[config.mk]
export PLATFORM = sky130hd
export DESIGN_NAME = pll_divider_search_core
export DESIGN_NICKNAME = d
export VERILOG_FILES = /design/src/hdl/pds_pkg.sv /design/src/hdl/pll_divider_search_core.sv
export SDC_FILE = /design/constraint.sdc
export NUM_CORES = 1
export LEC_CHECK = 0
export ABC_AREA = 1
export BUFFER_PORTS_ARGS = -buffer_cell sky130_fd_sc_hd__buf_4
export CAP_MARGIN = 15
export CORE_ASPECT_RATIO = 1.1
export CORE_UTILIZATION = 47
export CTS_BUF_LIST = sky130_fd_sc_hd__clkbuf_4 sky130_fd_sc_hd__clkbuf_8 sky130_fd_sc_hd__clkbuf_16
export DETAILED_ROUTE_END_ITERATION = 10
export PLACE_DENSITY_LB_ADDON = 0.1
export REMOVE_ABC_BUFFERS = 1
export SLEW_MARGIN = 10
export SYNTH_ARGS = -nofsm -noshare
export SYNTH_HDL_FRONTEND = slang
export SYNTH_SLANG_ARGS = --single-unit
[constraint.sdc]
create_clock -name clk -period 6.8 [get_ports clk]
set_input_delay 1.36 -clock clk [delete_from_list [all_inputs] [get_ports clk]]
set_output_delay 1.36 -clock clk [all_outputs]
set_load 0.005 [all_outputs]
[src/hdl/pds_pkg.sv]
// Package for the PLL divider search core: beat types, status codes and search limits.
// Depends on nothing; every other file in hdl imports it.

package pds_pkg;

	localparam int MAX_OUT_SHIFT = 5;
	localparam int MAX_MULT      = 128;
	localparam int MAX_IN_DIV    = 8;

	localparam int OSC_W   = 26;
	localparam int TGT_W   = 32;
	localparam int RANGE_W = 3;
	localparam int SHIFT_W = 3;
	localparam int MULT_W  = 7;
	localparam int DIV_W   = 3;

	localparam logic [OSC_W-1:0] OSC_RESET_HZ = OSC_W'(8000000);
	localparam logic [OSC_W-1:0] RC_HZ        = OSC_W'(8000000);
	localparam logic [OSC_W-1:0] RANGE1_LIM   = OSC_W'(10000000);
	localparam logic [OSC_W-1:0] RANGE2_LIM   = OSC_W'(16000000);
	localparam logic [OSC_W-1:0] RANGE3_LIM   = OSC_W'(26000000);
	localparam logic [OSC_W-1:0] RANGE4_LIM   = OSC_W'(42000000);
	localparam logic [OSC_W-1:0] RANGE5_LIM   = OSC_W'(64000000);

	typedef enum logic [1:0] {
		STATUS_FOUND       = 2'd0,
		STATUS_TOO_FAST    = 2'd1,
		STATUS_NO_SOLUTION = 2'd2
	} status_t;

	typedef struct packed {
		logic [TGT_W-1:0] target_hz;
		logic             use_internal_rc;
	} in_beat_t;

	typedef struct packed {
		status_t            status;
		logic [RANGE_W-1:0] input_range_code;
		logic [SHIFT_W-1:0] output_shift;
		logic [MULT_W-1:0]  mult_code;
		logic [DIV_W-1:0]   in_div_code;
	} out_beat_t;

endpackage

[src/hdl/pll_divider_search_core.sv]
// Top level of the PLL divider search core: range selection, quotient precompute and search.
// Depends on pds_pkg for beat types, status codes and search limits.

// An accepted beat keeps the core busy until its result is loaded into the output register.
// The PLL input frequency is first divided by each input divider 1..8 in a shared
// one-bit-per-cycle divider. Then one quotient-times-multiplier unit tests one candidate
// per cycle, output shift outermost and input divider innermost, over at most 5 x 128 x 8
// candidates; then the pipeline drains and the result is loaded. The search stops at the
// first match. A beat on an oscillator at 64 MHz or above, without the internal RC, is
// answered as too fast with no search. A finished result sits in an output register, so the
// next beat can be taken while it waits; a previous result still stalled there holds the
// core in its last step until it is taken.
module pll_divider_search_core
	import pds_pkg::*;
(
	input  logic             clk,
	input  logic             arst_n,
	input  logic             cfg_write_en,
	input  logic [OSC_W-1:0] cfg_write_data,
	input  logic             in_valid,
	output logic             in_stall,
	input  in_beat_t         in_beat,
	output logic             out_valid,
	input  logic             out_stall,
	output out_beat_t        out_beat
);

	localparam int BIT_W  = $clog2(OSC_W);
	localparam int PROD_W = OSC_W + MULT_W + 1;

	typedef enum logic [1:0] {
		ST_IDLE,
		ST_DIVIDE,
		ST_SEARCH,
		ST_FINISH
	} state_t;

	state_t             state_q;
	logic [OSC_W-1:0]   osc_q;
	logic [OSC_W-1:0]   src_q;
	logic [TGT_W-1:0]   target_q;
	logic [RANGE_W-1:0] range_q;
	out_beat_t          res_q;
	out_beat_t          out_q;
	logic               out_valid_q;

	logic [DIV_W-1:0]   dsel_q;
	logic [BIT_W-1:0]   bit_q;
	logic [DIV_W-1:0]   rem_q;
	logic [OSC_W-1:0]   quot_q;
	logic [OSC_W-1:0]   quot_mem_q [MAX_IN_DIV];

	logic               issue_q;
	logic [SHIFT_W-1:0] shift_q;
	logic [MULT_W-1:0]  mult_q;
	logic [DIV_W-1:0]   div_q;

	logic               valid_s1;
	logic [PROD_W-1:0]  prod_s1;
	logic [SHIFT_W-1:0] shift_s1;
	logic [MULT_W-1:0]  mult_s1;
	logic [DIV_W-1:0]   div_s1;

	logic               accept;
	logic               load_out;
	logic [RANGE_W-1:0] osc_range;
	logic [DIV_W:0]     divisor;
	logic [DIV_W:0]     trial;
	logic               qbit;
	logic [DIV_W-1:0]   rem_next;
	logic [MULT_W:0]    mult_val;
	logic               match;
	logic               last_cand;

	assign accept    = in_valid && !in_stall;
	assign in_stall  = (state_q != ST_IDLE);
	assign load_out  = (state_q == ST_FINISH) && (!out_valid_q || !out_stall);
	assign out_valid = out_valid_q;
	assign out_beat  = out_q;

	always_comb begin
		if (osc_q < RANGE1_LIM) begin
			osc_range = RANGE_W'(1);
		end else if (osc_q < RANGE2_LIM) begin
			osc_range = RANGE_W'(2);
		end else if (osc_q < RANGE3_LIM) begin
			osc_range = RANGE_W'(3);
		end else if (osc_q < RANGE4_LIM) begin
			osc_range = RANGE_W'(4);
		end else if (osc_q < RANGE5_LIM) begin
			osc_range = RANGE_W'(5);
		end else begin
			osc_range = '0;
		end
	end

	// One restoring step of the shared divider: remainder stays below the divisor.
	always_comb begin
		divisor = {1'b0, dsel_q} + (DIV_W+1)'(1);
		trial   = {rem_q, src_q[bit_q]};
		qbit    = (trial >= divisor);
		if (qbit) begin
			rem_next = DIV_W'(trial - divisor);
		end else begin
			rem_next = DIV_W'(trial);
		end
	end

	assign mult_val  = {1'b0, mult_q} + (MULT_W+1)'(1);
	assign match     = ((prod_s1 >> shift_s1) == PROD_W'(target_q));
	assign last_cand = (shift_q == SHIFT_W'(MAX_OUT_SHIFT)) &&
		(mult_q == MULT_W'(MAX_MULT - 1)) && (div_q == DIV_W'(MAX_IN_DIV - 1));

	always_ff @(posedge clk) begin
		if (accept) begin
			src_q    <= in_beat.use_internal_rc ? RC_HZ : osc_q;
			target_q <= in_beat.target_hz;
			range_q  <= in_beat.use_internal_rc ? RANGE_W'(1) : osc_range;
			rem_q    <= '0;
			quot_q   <= '0;
		end else if (state_q == ST_DIVIDE) begin
			quot_q <= {quot_q[OSC_W-2:0], qbit};
			if (bit_q == '0) begin
				quot_mem_q[dsel_q] <= {quot_q[OSC_W-2:0], qbit};
				rem_q              <= '0;
			end else begin
				rem_q <= rem_next;
			end
		end
		prod_s1  <= PROD_W'(quot_mem_q[div_q]) * PROD_W'(mult_val);
		shift_s1 <= shift_q;
		mult_s1  <= mult_q;
		div_s1   <= div_q;
	end

	always_ff @(posedge clk or negedge arst_n) begin
		if (!arst_n) begin
			state_q     <= ST_IDLE;
			osc_q       <= OSC_RESET_HZ;
			out_valid_q <= 1'b0;
			out_q       <= '0;
			res_q       <= '0;
			dsel_q      <= '0;
			bit_q       <= '0;
			issue_q     <= 1'b0;
			shift_q     <= '0;
			mult_q      <= '0;
			div_q       <= '0;
			valid_s1    <= 1'b0;
		end else begin
			if (cfg_write_en) begin
				osc_q <= cfg_write_data;
			end
			if (load_out) begin
				out_valid_q <= 1'b1;
			end else if (!out_stall) begin
				out_valid_q <= 1'b0;
			end
			valid_s1 <= (state_q == ST_SEARCH) && issue_q && !(valid_s1 && match);
			case (state_q)
				ST_IDLE: begin
					if (accept) begin
						if (!in_beat.use_internal_rc && (osc_range == '0)) begin
							res_q   <= '{STATUS_TOO_FAST, '0, '0, '0, '0};
							state_q <= ST_FINISH;
						end else begin
							dsel_q  <= '0;
							bit_q   <= BIT_W'(OSC_W - 1);
							state_q <= ST_DIVIDE;
						end
					end
				end
				ST_DIVIDE: begin
					if (bit_q == '0) begin
						bit_q <= BIT_W'(OSC_W - 1);
						if (dsel_q == DIV_W'(MAX_IN_DIV - 1)) begin
							issue_q <= 1'b1;
							shift_q <= SHIFT_W'(1);
							mult_q  <= '0;
							div_q   <= '0;
							state_q <= ST_SEARCH;
						end else begin
							dsel_q <= dsel_q + DIV_W'(1);
						end
					end else begin
						bit_q <= bit_q - BIT_W'(1);
					end
				end
				ST_SEARCH: begin
					if (valid_s1 && match) begin
						issue_q <= 1'b0;
						res_q   <= '{STATUS_FOUND, range_q, shift_s1, mult_s1, div_s1};
						state_q <= ST_FINISH;
					end else if (issue_q) begin
						if (last_cand) begin
							issue_q <= 1'b0;
						end else if (div_q == DIV_W'(MAX_IN_DIV - 1)) begin
							div_q <= '0;
							if (mult_q == MULT_W'(MAX_MULT - 1)) begin
								mult_q  <= '0;
								shift_q <= shift_q + SHIFT_W'(1);
							end else begin
								mult_q <= mult_q + MULT_W'(1);
							end
						end else begin
							div_q <= div_q + DIV_W'(1);
						end
					end else if (!valid_s1) begin
						res_q   <= '{STATUS_NO_SOLUTION, range_q, '0, '0, '0};
						state_q <= ST_FINISH;
					end
				end
				ST_FINISH: begin
					if (load_out) begin
						out_q   <= res_q;
						state_q <= ST_IDLE;
					end
				end
				default: begin
					state_q <= ST_IDLE;
				end
			endcase
		end
	end

endmodule

-- Word-level counts from Yosys, hierarchy flattened
Memories as Yosys holds them, arrays and structs flattened.
Index checks and enable logic that the tools add are counted.
- register bits: 224
- bits in writable memories: 208
- output and inout port bits: 20
- logic and storage cells: 168
- memories kept: 1
- $add $sub $neg: 8
- multiply operators: 1
- $lt $le $gt $ge: 7
- equal/unequal tests: 23
- shifts and indexed selects: 1
- mux-type cells: 68
- reduce and logical (&&, ||, !) cells: 30
- memories (memory ; words ; width ; read ports ; clocked after Yosys merged registers in ; wr ports ; line ; source):
    quot_mem_q ; 8 ; 26 ; 1 ; 0 ; 1 ; pll_divider_search_core.sv:51 ; logic [OSC_W-1:0] quot_mem_q [MAX_IN_DIV];
- operator list (kind ; number):
    18-bit two-way mux ; 5
    3-bit two-way mux ; 24
    26-bit by 24-bit less-than comparator with 1-bit output, second input constant ; 2
    26-bit less-than comparator, second input constant ; 2
    7-bit two-way mux ; 7
    18-bit case mux with 2 select lines ; 1
    34-bit by 32-bit == test with 1-bit output ; 1
    26-bit by 8-bit multiplier with 34-bit output ; 1
    34-bit by 3-bit right shift with 34-bit output ; 1
    26-bit by 25-bit less-than comparator with 1-bit output, second input constant ; 1
    2-bit inequality test, second input constant ; 10
    3-bit case mux with 2 select lines ; 3
    2-bit two-way mux ; 8
    5-bit two-way mux ; 3
    7-bit case mux with 2 select lines ; 1
    1-bit two-way mux ; 12
    6-bit AND reduction ; 2
    5-bit case mux with 2 select lines ; 1
    5-bit AND reduction ; 2
    3-bit by 1-bit adder with 3-bit output, second input constant ; 3
    3-bit == test, second input constant ; 3
    7-bit by 1-bit adder with 8-bit output, second input constant ; 1
    1-bit logical AND ; 8
    2-bit case mux with 4 select lines ; 1
    other kinds (23) ; 35

-- Depth between registers and ports, before layout
Gate-level depths: netlist of the first run.
- depth after elaboration: 11
- depth in mapped cells: 32
- depth with buffers taken out: 31

-- Worst setup path before layout of the first run
OpenSTA, ideal clock, no wires.
- path type: input port to flip-flop
- start: in in_valid
- end: mem quot_mem_q[7][0], enable pin
- setup time: 0.474 ns
- arrival time: 5.117 ns
- path slack: 1.208 ns
- stages: 3
- buffers on the path: 0
- cell sequence: nand2_1 > inv_1 > nor4_1
- longest elaborated chain between the ends: 3
- ends and longest elaborated chain (element ; line ; source):
    start: declaration ; pll_divider_search_core.sv:20 ; input logic in_valid,
    1-bit logical AND ; pll_divider_search_core.sv:75 ; assign accept = in_valid && !in_stall;
    named net accept ; pll_divider_search_core.sv:64 ; logic accept;
    1-bit two-way mux ; pll_divider_search_core.sv:115 ; if (accept) begin
    1-bit two-way mux (not written as such) ; pll_divider_search_core.sv:124 ; quot_mem_q[dsel_q] <= {quot_q[OSC_W-2:0], qbit};
    end: declaration ; pll_divider_search_core.sv:51 ;
The timed path passes the listed nets, and every way through them passes these cells.

-- Worst setup path after layout of the first run
- start: reg div_q[1]
- end: reg prod_s1[28]
- longest elaborated chain between the ends: 2
- ends and longest elaborated chain (element ; line ; source):
    start: declaration ; pll_divider_search_core.sv:56 ; logic [DIV_W-1:0] div_q;
    start signal: assignment ; pll_divider_search_core.sv:206 ; div_q <= div_q + DIV_W'(1);
    memory read 8 x 26 bit ; - ;
    26-bit by 8-bit multiplier with 34-bit output ; pll_divider_search_core.sv:130 ; prod_s1 <= PROD_W'(quot_mem_q[div_q]) * PROD_W'(mult_val);
    end signal: assignment ; pll_divider_search_core.sv:130 ;
    end: declaration ; pll_divider_search_core.sv:59 ; logic [PROD_W-1:0] prod_s1;
Every way passes these cells.
A chain may end at the register's enable or synchronous reset.

==> flow_summary.json, run 1 <==
{
  "io-pin-count": 84,
  "clk_pin_slew_worst_paths_ns": 0.06,
  "track_usage_pct": 23.8,
  "yosysSeqAreaShare_pct": 47.4,
  "tightestPinTransition_ns": 1.13,
  "startpoint_type": "flip-flop",
  "insertion_delay_ns": 0.60,
  "synth_edf_count": 269,
  "cts-resized-gates": 0,
  "synth_top_area_cell": "edfxtp_1",
  "setup_viol": 0,
  "syn_area_um2": 24900,
  "cts_buffers": 47,
  "clockBufferDepth": 3,
  "cts_setup_buffers": 0,
  "maxSlewHeadroom_pct": 24.6,
  "grt_pass1_vias": 19100,
  "cts_num_sinks": 432,
  "crit_buf_inv": 6,
  "dp_hpwl_mm": 44.8,
  "grt_max_degree": 108,
  "worstPathArrival_ns": 6.63,
  "antenna_found_initial": 0,
  "fp.dieH_um": 243,
  "htreeDepth": 2,
  "yosysWarnings": 0,
  "firstDrtPassIters": 6,
  "cts_hold_buf": 0,
  "place_congestion": 0.918,
  "power_density_nw_per_um2": 384,
  "die_width_um": 221,
  "critPathTopFamily": "adder cells",
  "fin_util_pct": 53.2,
  "syn_avg_cell_area_um2": 9.08,
  "synth_flop_cell": "edfxtp_1",
  "fin_crit_sh_pct": 90.5,
  "area.growth.synth_to_final_pct": 12.0,
  "initial_utilization_pct": 47.5,
  "final_nets": 3096,
  "worst_ep_required_time_ns": 7.28,
  "tritoncts": "yes",
  "seq_area_um2": 11800,
  "routedWlPerCell_um": 17.8,
  "ys_ff_latch": 432,
  "place_area_um2": 26300,
  "synthDistinctLibCells": 50,
  "vias_per_cell": 5.31,
  "yosys-top-cells-area": "edfxtp_1 (32%), fa_1 (12%), dfrtp_1 (8.1%)",
  "nFillCells": 4774,
  "min_period_ns": 6.15,
  "power.leakage_nw": 12.3,
  "peakVddDrop_uv": 255,
  "hp-class": "flip-flop to flip-flop",
  "design_area_um2": 27900,
  "dr.first_iter.drc_count": 1205,
  "ant_nets": 0,
  "fin_skew_ns": 0.0267,
  "fmax_ghz": 0.162,
  "synth_top_cell_area_share_pct": 32.4,
  "vias": 18700,
  "diodes": 0,
  "grt_pass1_wl_mm": 101,
  "outcome": "finished, final reports clean",
  "netlist_instances": 2742,
  "rsz0062_at_grt": "false",
  "die_area_um2": 53900,
  "crit_path_frequent_cell": "nand2_1",
  "row_count": 88,
  "crit_type": "flip-flop to flip-flop",
  "cts_root_buffer": "clkbuf_16",
  "multi_input_area_um2": 11200,
  "core_area_um2": 52400,
  "hold_viol": 0,
  "drc": 0,
  "drt-total-wl_mm": 62.9,
  "drive_above_1_share_pct": 8.68,
  "async_flop_share_pct": 20.4,
  "cpMaxStageDelayCell": "fa_1",
  "crit_path_end_kind": "flip-flop",
  "final_max_slew_viol_count": 0,
  "io_buffer_count": 83,
  "grt_overflow": 0,
  "path_max_fanout": 17,
  "cpPeakStageDelay_ns": 0.56,
  "maxCapViolations": 0
}
worst paths after layout:
path / cells past startpoint / end / slack (ns) / from
min: 0 / mult_s1[1]$_DFF_P_ / 0.44 / mult_q[1]$_DFFE_PN0P_
max reg2reg: 26 / prod_s1[28]$_DFF_P_ / 0.65 / div_q[1]$_DFFE_PN0P_
min in group asynchronous: 1 / res_q[4]$_DFFE_PN0P_ / 0.66 / arst_n
max in group asynchronous: 2 / div_q[0]$_DFFE_PN0P_ / 4.88 / arst_n
min reg2reg: 0 / mult_s1[1]$_DFF_P_ / 0.44 / mult_q[1]$_DFFE_PN0P_
max: 26 / prod_s1[28]$_DFF_P_ / 0.65 / div_q[1]$_DFFE_PN0P_
where the power goes:
part           internal (W)  switching [W]  total (W)
logic               0.00141        0.00295    0.00436
clock network       0.00151        0.00105    0.00256
registers           0.00341       0.000371    0.00378
total               0.00633        0.00438     0.0107
logic make-up after synthesis:
| family | count (synthesis) | synth area share (%) |
|---|---|---|
| buf+inv | 481 | 7.66 |
| flops | 432 | 47.4 |
| xor+xnor | 32 | 1.13 |
| compound gates | 402 | 9.37 |
| fa+ha+maj | 215 | 15.2 |
| simple gates | 1180 | 19.3 |
worst register-to-register path, stage by stage (launching register included):
cell and delay, ns:
dfrtp_1 0.38, inv_1 0.27, buf_4 0.30, buf_4 0.21, o21ai_0 0.10, o221ai_1 0.16, nand2_1 0.28, nor2_1 0.25
fa_1 0.44, fa_1 0.49, fa_1 0.56, inv_1 0.06, fa_1 0.53, inv_1 0.04, ha_1 0.36, a21oi_1 0.20
o21ai_0 0.11, a21oi_1 0.29, inv_1 0.08, nand2_1 0.06, nand2_1 0.06, a21boi_0 0.35, o21ai_0 0.20, nand2_1 0.11
nand2_1 0.05, nand2_1 0.06, nand2_1 0.04
stage by stage:
step / setup WS [ns] / instances / TNS (ns) / power (W) / hold slack (ns)
after floorplan: -1.17 / 2637 / -18.31 / 0.00678 / 0.389
after global placement: 0.701 / 3443 / 0 / 0.00811 / 0.416
after detailed placement: 0.642 / 3443 / 0 / 0.00820 / 0.422
after CTS: 0.616 / 3531 / 0 / 0.0108 / 0.436
after global routing: 0.137 / 3531 / 0 / 0.0116 / 0.460
final: 0.646 / 3531 / 0 / 0.0107 / 0.438
area by class of cell:
cell class	instances	area share, %
Clock buffer	68	5.11
Timing Repair Buffer	131	3.57
Tap cell	675	3.03
Clock inverter	20	0.615
Sequential cell	432	42.3
Inverter	376	5.10
Multi-Input combinational cell	1829	40.3
per-layer routing:
layer  GRT usage, %  routed length [um]
met2           41.2               31200
met4           9.29                2160
met1           30.0               26800
met5              0                   0
met3           3.41                2750
layout by cell type (no fill, tap or decap), types with 6 or more instances in the layout:
master     instances
nor3_1            10
xor2_1            20
o22ai_1           10
nand4_1           14
a21oi_1           52
nand2_1          519
o221ai_1          50
inv_1            369
edfxtp_1         269
nor2_1           412
dfstp_2            7
xnor2_1           11
clkinv_2           8
nand2_2            8
clkbuf_16         50
ha_1              70
clkbuf_8           6
clkbuf_4          12
nor4_1             6
fa_1             145
clkinv_1           7
o21bai_1          20
dfrtp_1           80
nand3_1          192
buf_4            130
o21ai_0          243
dfxtp_1           75
state kept, by name, indices dropped and copies added, names as in the netlist, 18 cells and up:
name        cells
out_beat       18
prod_s1        34
osc_q          26
target_q       32
quot_mem_q    208
res_q          18
src_q          26
quot_q         25
Yosys cell counts (all sizes together), types with 25 or more instances:
| cell | instances |
|---|---|
| dfrtp | 81 |
| o221ai | 50 |
| edfxtp | 269 |
| a21oi | 52 |
| nand2 | 527 |
| ha | 70 |
| dfxtp | 75 |
| buf | 25 |
| nor2 | 417 |
| clkbuf | 80 |
| fa | 145 |
| inv | 374 |
| o21ai | 243 |
| nand3 | 193 |
No activity file was read; power rests on OpenSTA's default activity.
==> run 2: changes to the inputs <==
CELL_PAD_IN_SITES_DETAIL_PLACEMENT = 1   (was not set)
CELL_PAD_IN_SITES_GLOBAL_PLACEMENT = 1   (was not set)
==> run 2 against run 1 <==
Effect of this change: final cell count is essentially flat; die area is the same; non-clock buffer count unchanged.
==> flow_summary.json, run 2 (same netlist as run 1, synthesis figures left out) <==
{
  "drive_above_1_share_pct": 8.89,
  "wl_met3_mm": 2.46,
  "io_buffer_count": 83,
  "rsz0062_at_grt": "false",
  "worst_ep_required_time_ns": 7.27,
  "fin_cells": 3532,
  "htreeDepth": 2,
  "min_from": "mult_q[1]$_DFFE_PN0P_",
  "final_max_slew_viol_count": 0,
  "io-pin-count": 84,
  "crit_path_end_kind": "flip-flop",
  "wl_met2_mm": 37.6,
  "cts_setup_buffers": 0,
  "drt-total-wl_mm": 70.7,
  "cts_buffers": 48,
  "vias": 19300,
  "place_area_um2": 26300,
  "design_area_um2": 28100,
  "hp-class": "flip-flop to flip-flop",
  "insertion_delay_ns": 0.60,
  "fin_util_pct": 53.5,
  "cpPeakStageDelay_ns": 0.55,
  "crit_type": "flip-flop to flip-flop",
  "fin_setup_tns_ns": 0,
  "hold_end": "mult_s1[1]$_DFF_P_",
  "core_area_um2": 52400,
  "switching_share_pct": 41.2,
  "wl_met1_mm": 28.5,
  "dp_hpwl_mm": 51.2,
  "firstDrtPassIters": 5,
  "track_usage_pct": 26.7,
  "nFillCells": 5970,
  "grt_overflow": 0,
  "clk_pin_slew_worst_paths_ns": 0.06,
  "clockBufferDepth": 3,
  "top_register": "quot_mem_q",
  "grt_max_degree": 108,
  "peakVddDrop_uv": 340,
  "area.growth.synth_to_final_pct": 12.7,
  "fin_skew_ns": 0.0242,
  "r2r_cells": 25,
  "switching_power_w": 0.00460,
  "fmax_ghz": 0.159,
  "drc": 0,
  "outcome": "finished, final reports clean",
  "tritoncts": "yes",
  "startpoint_type": "flip-flop",
  "crit_path_frequent_cell": "nand2_1",
  "diodes": 0,
  "fin_crit_sh_pct": 92.7,
  "reg.largest.list": "quot_mem_q: 208 flops, prod_s1: 34 flops, target_q: 32 flops",
  "cts_hold_buf": 0,
  "fp.dieH_um": 243,
  "ant_nets": 0,
  "cts_root_buffer": "clkbuf_16",
  "whs_ns": 0.439,
  "largest_reg_flops": 208,
  "timing.rr.end": "prod_s1[28]$_DFF_P_",
  "grt_pass1_vias": 21100,
  "cpMaxStageDelayCell": "fa_1",
  "setup_viol": 0,
  "die_width_um": 221,
  "vias_per_cell": 5.45,
  "power.leakage_nw": 12.4,
  "place_congestion": 0.919,
  "seqPwrFrac_pct": 34.0,
  "internal_power_w": 0.00656,
  "final_nets": 3097,
  "routedWlPerCell_um": 20.0,
  "comb_power_share_pct": 40.7,
  "hold-path-cell-count": 0,
  "initial_utilization_pct": 47.5,
  "min_period_ns": 6.30,
  "final_cell_mix": "nand2_1 (519), nor2_1 (412), inv_1 (369)",
  "tightestPinTransition_ns": 1.05,
  "final_common_cell": "nand2_1",
  "crit_path_start": "div_q[0]$_DFFE_PN0P_",
  "highest_layer": "met4",
  "antenna_found_initial": 0,
  "hold_viol": 0,
  "dr.first_iter.drc_count": 1047,
  "grt_pass1_wl_mm": 113,
  "worstPathArrival_ns": 6.78,
  "power_density_nw_per_um2": 398,
  "r2r_start": "div_q[0]$_DFFE_PN0P_",
  "die_area_um2": 53900,
  "cts_num_sinks": 432,
  "dpl.cell_count": 3443,
  "cts-resized-gates": 0,
  "path_max_fanout": 36,
  "r2r_setup_slack_ns": 0.50,
  "p_clk_share_pct": 25.3,
  "maxSlewHeadroom_pct": 30.2,
  "row_count": 88,
  "maxCapViolations": 0
}
[run 2: power by group through the flow]
stage / Sequential, W / Clock [W] / Combinational [W]
floorplan: 0.00380 / 0 / 0.00298
global placement: 0.00381 / 0 / 0.00436
CTS: 0.00380 / 0.00288 / 0.00458
detailed placement: 0.00384 / 0 / 0.00454
global route: 0.00385 / 0.00296 / 0.00518
finish: 0.00380 / 0.00283 / 0.00454
[run 2: worst max-delay path by stage]
stage,cells past startpoint,end,slack [ns]
finish,25,prod_s1[28]$_DFF_P_,0.50
global route,25,prod_s1[28]$_DFF_P_,0.06
CTS,25,prod_s1[28]$_DFF_P_,0.45
detailed placement,25,prod_s1[28]$_DFF_P_,0.51
global placement,25,prod_s1[28]$_DFF_P_,0.61
floorplan,28,prod_s1[28]$_DFF_P_,-1.17
[run 2: metal layers]
metal,vias to the layer above,track usage [%]
li1,9117,-
met1,9668,31.3
met2,361,50.2
met3,114,3.12
met4,0,9.01
met5,-,0
[run 2: cell type report]
cell class	count	area, um^2	share of cell area, %
tap	675	845	3.01
clock inverter	20	307	1.09
inverter	376	1420	5.06
timing repair buffer	131	1010	3.59
clock buffer	69	1450	5.16
multi-input combinational	1829	11200	40.1
sequential	432	11800	42.0
[run 2: metrics by stage]
step / setup WS, ns / total power (W)
after floorplan: -1.17 / 0.00678
after global placement: 0.612 / 0.00817
after detailed placement: 0.509 / 0.00838
after CTS: 0.454 / 0.0113
after global routing: 0.0648 / 0.0120
final: 0.497 / 0.0112
[run 2: worst max-delay path: cells and delay by family, from the launching register on]
kind,cells,cell delay (ns)
adders and majority gates,5,2.41
buffers and inverters,7,1.32
AOI/OAI and AO/OA,5,1.12
and+or+nand+nor,8,0.88
DFF,1,0.43
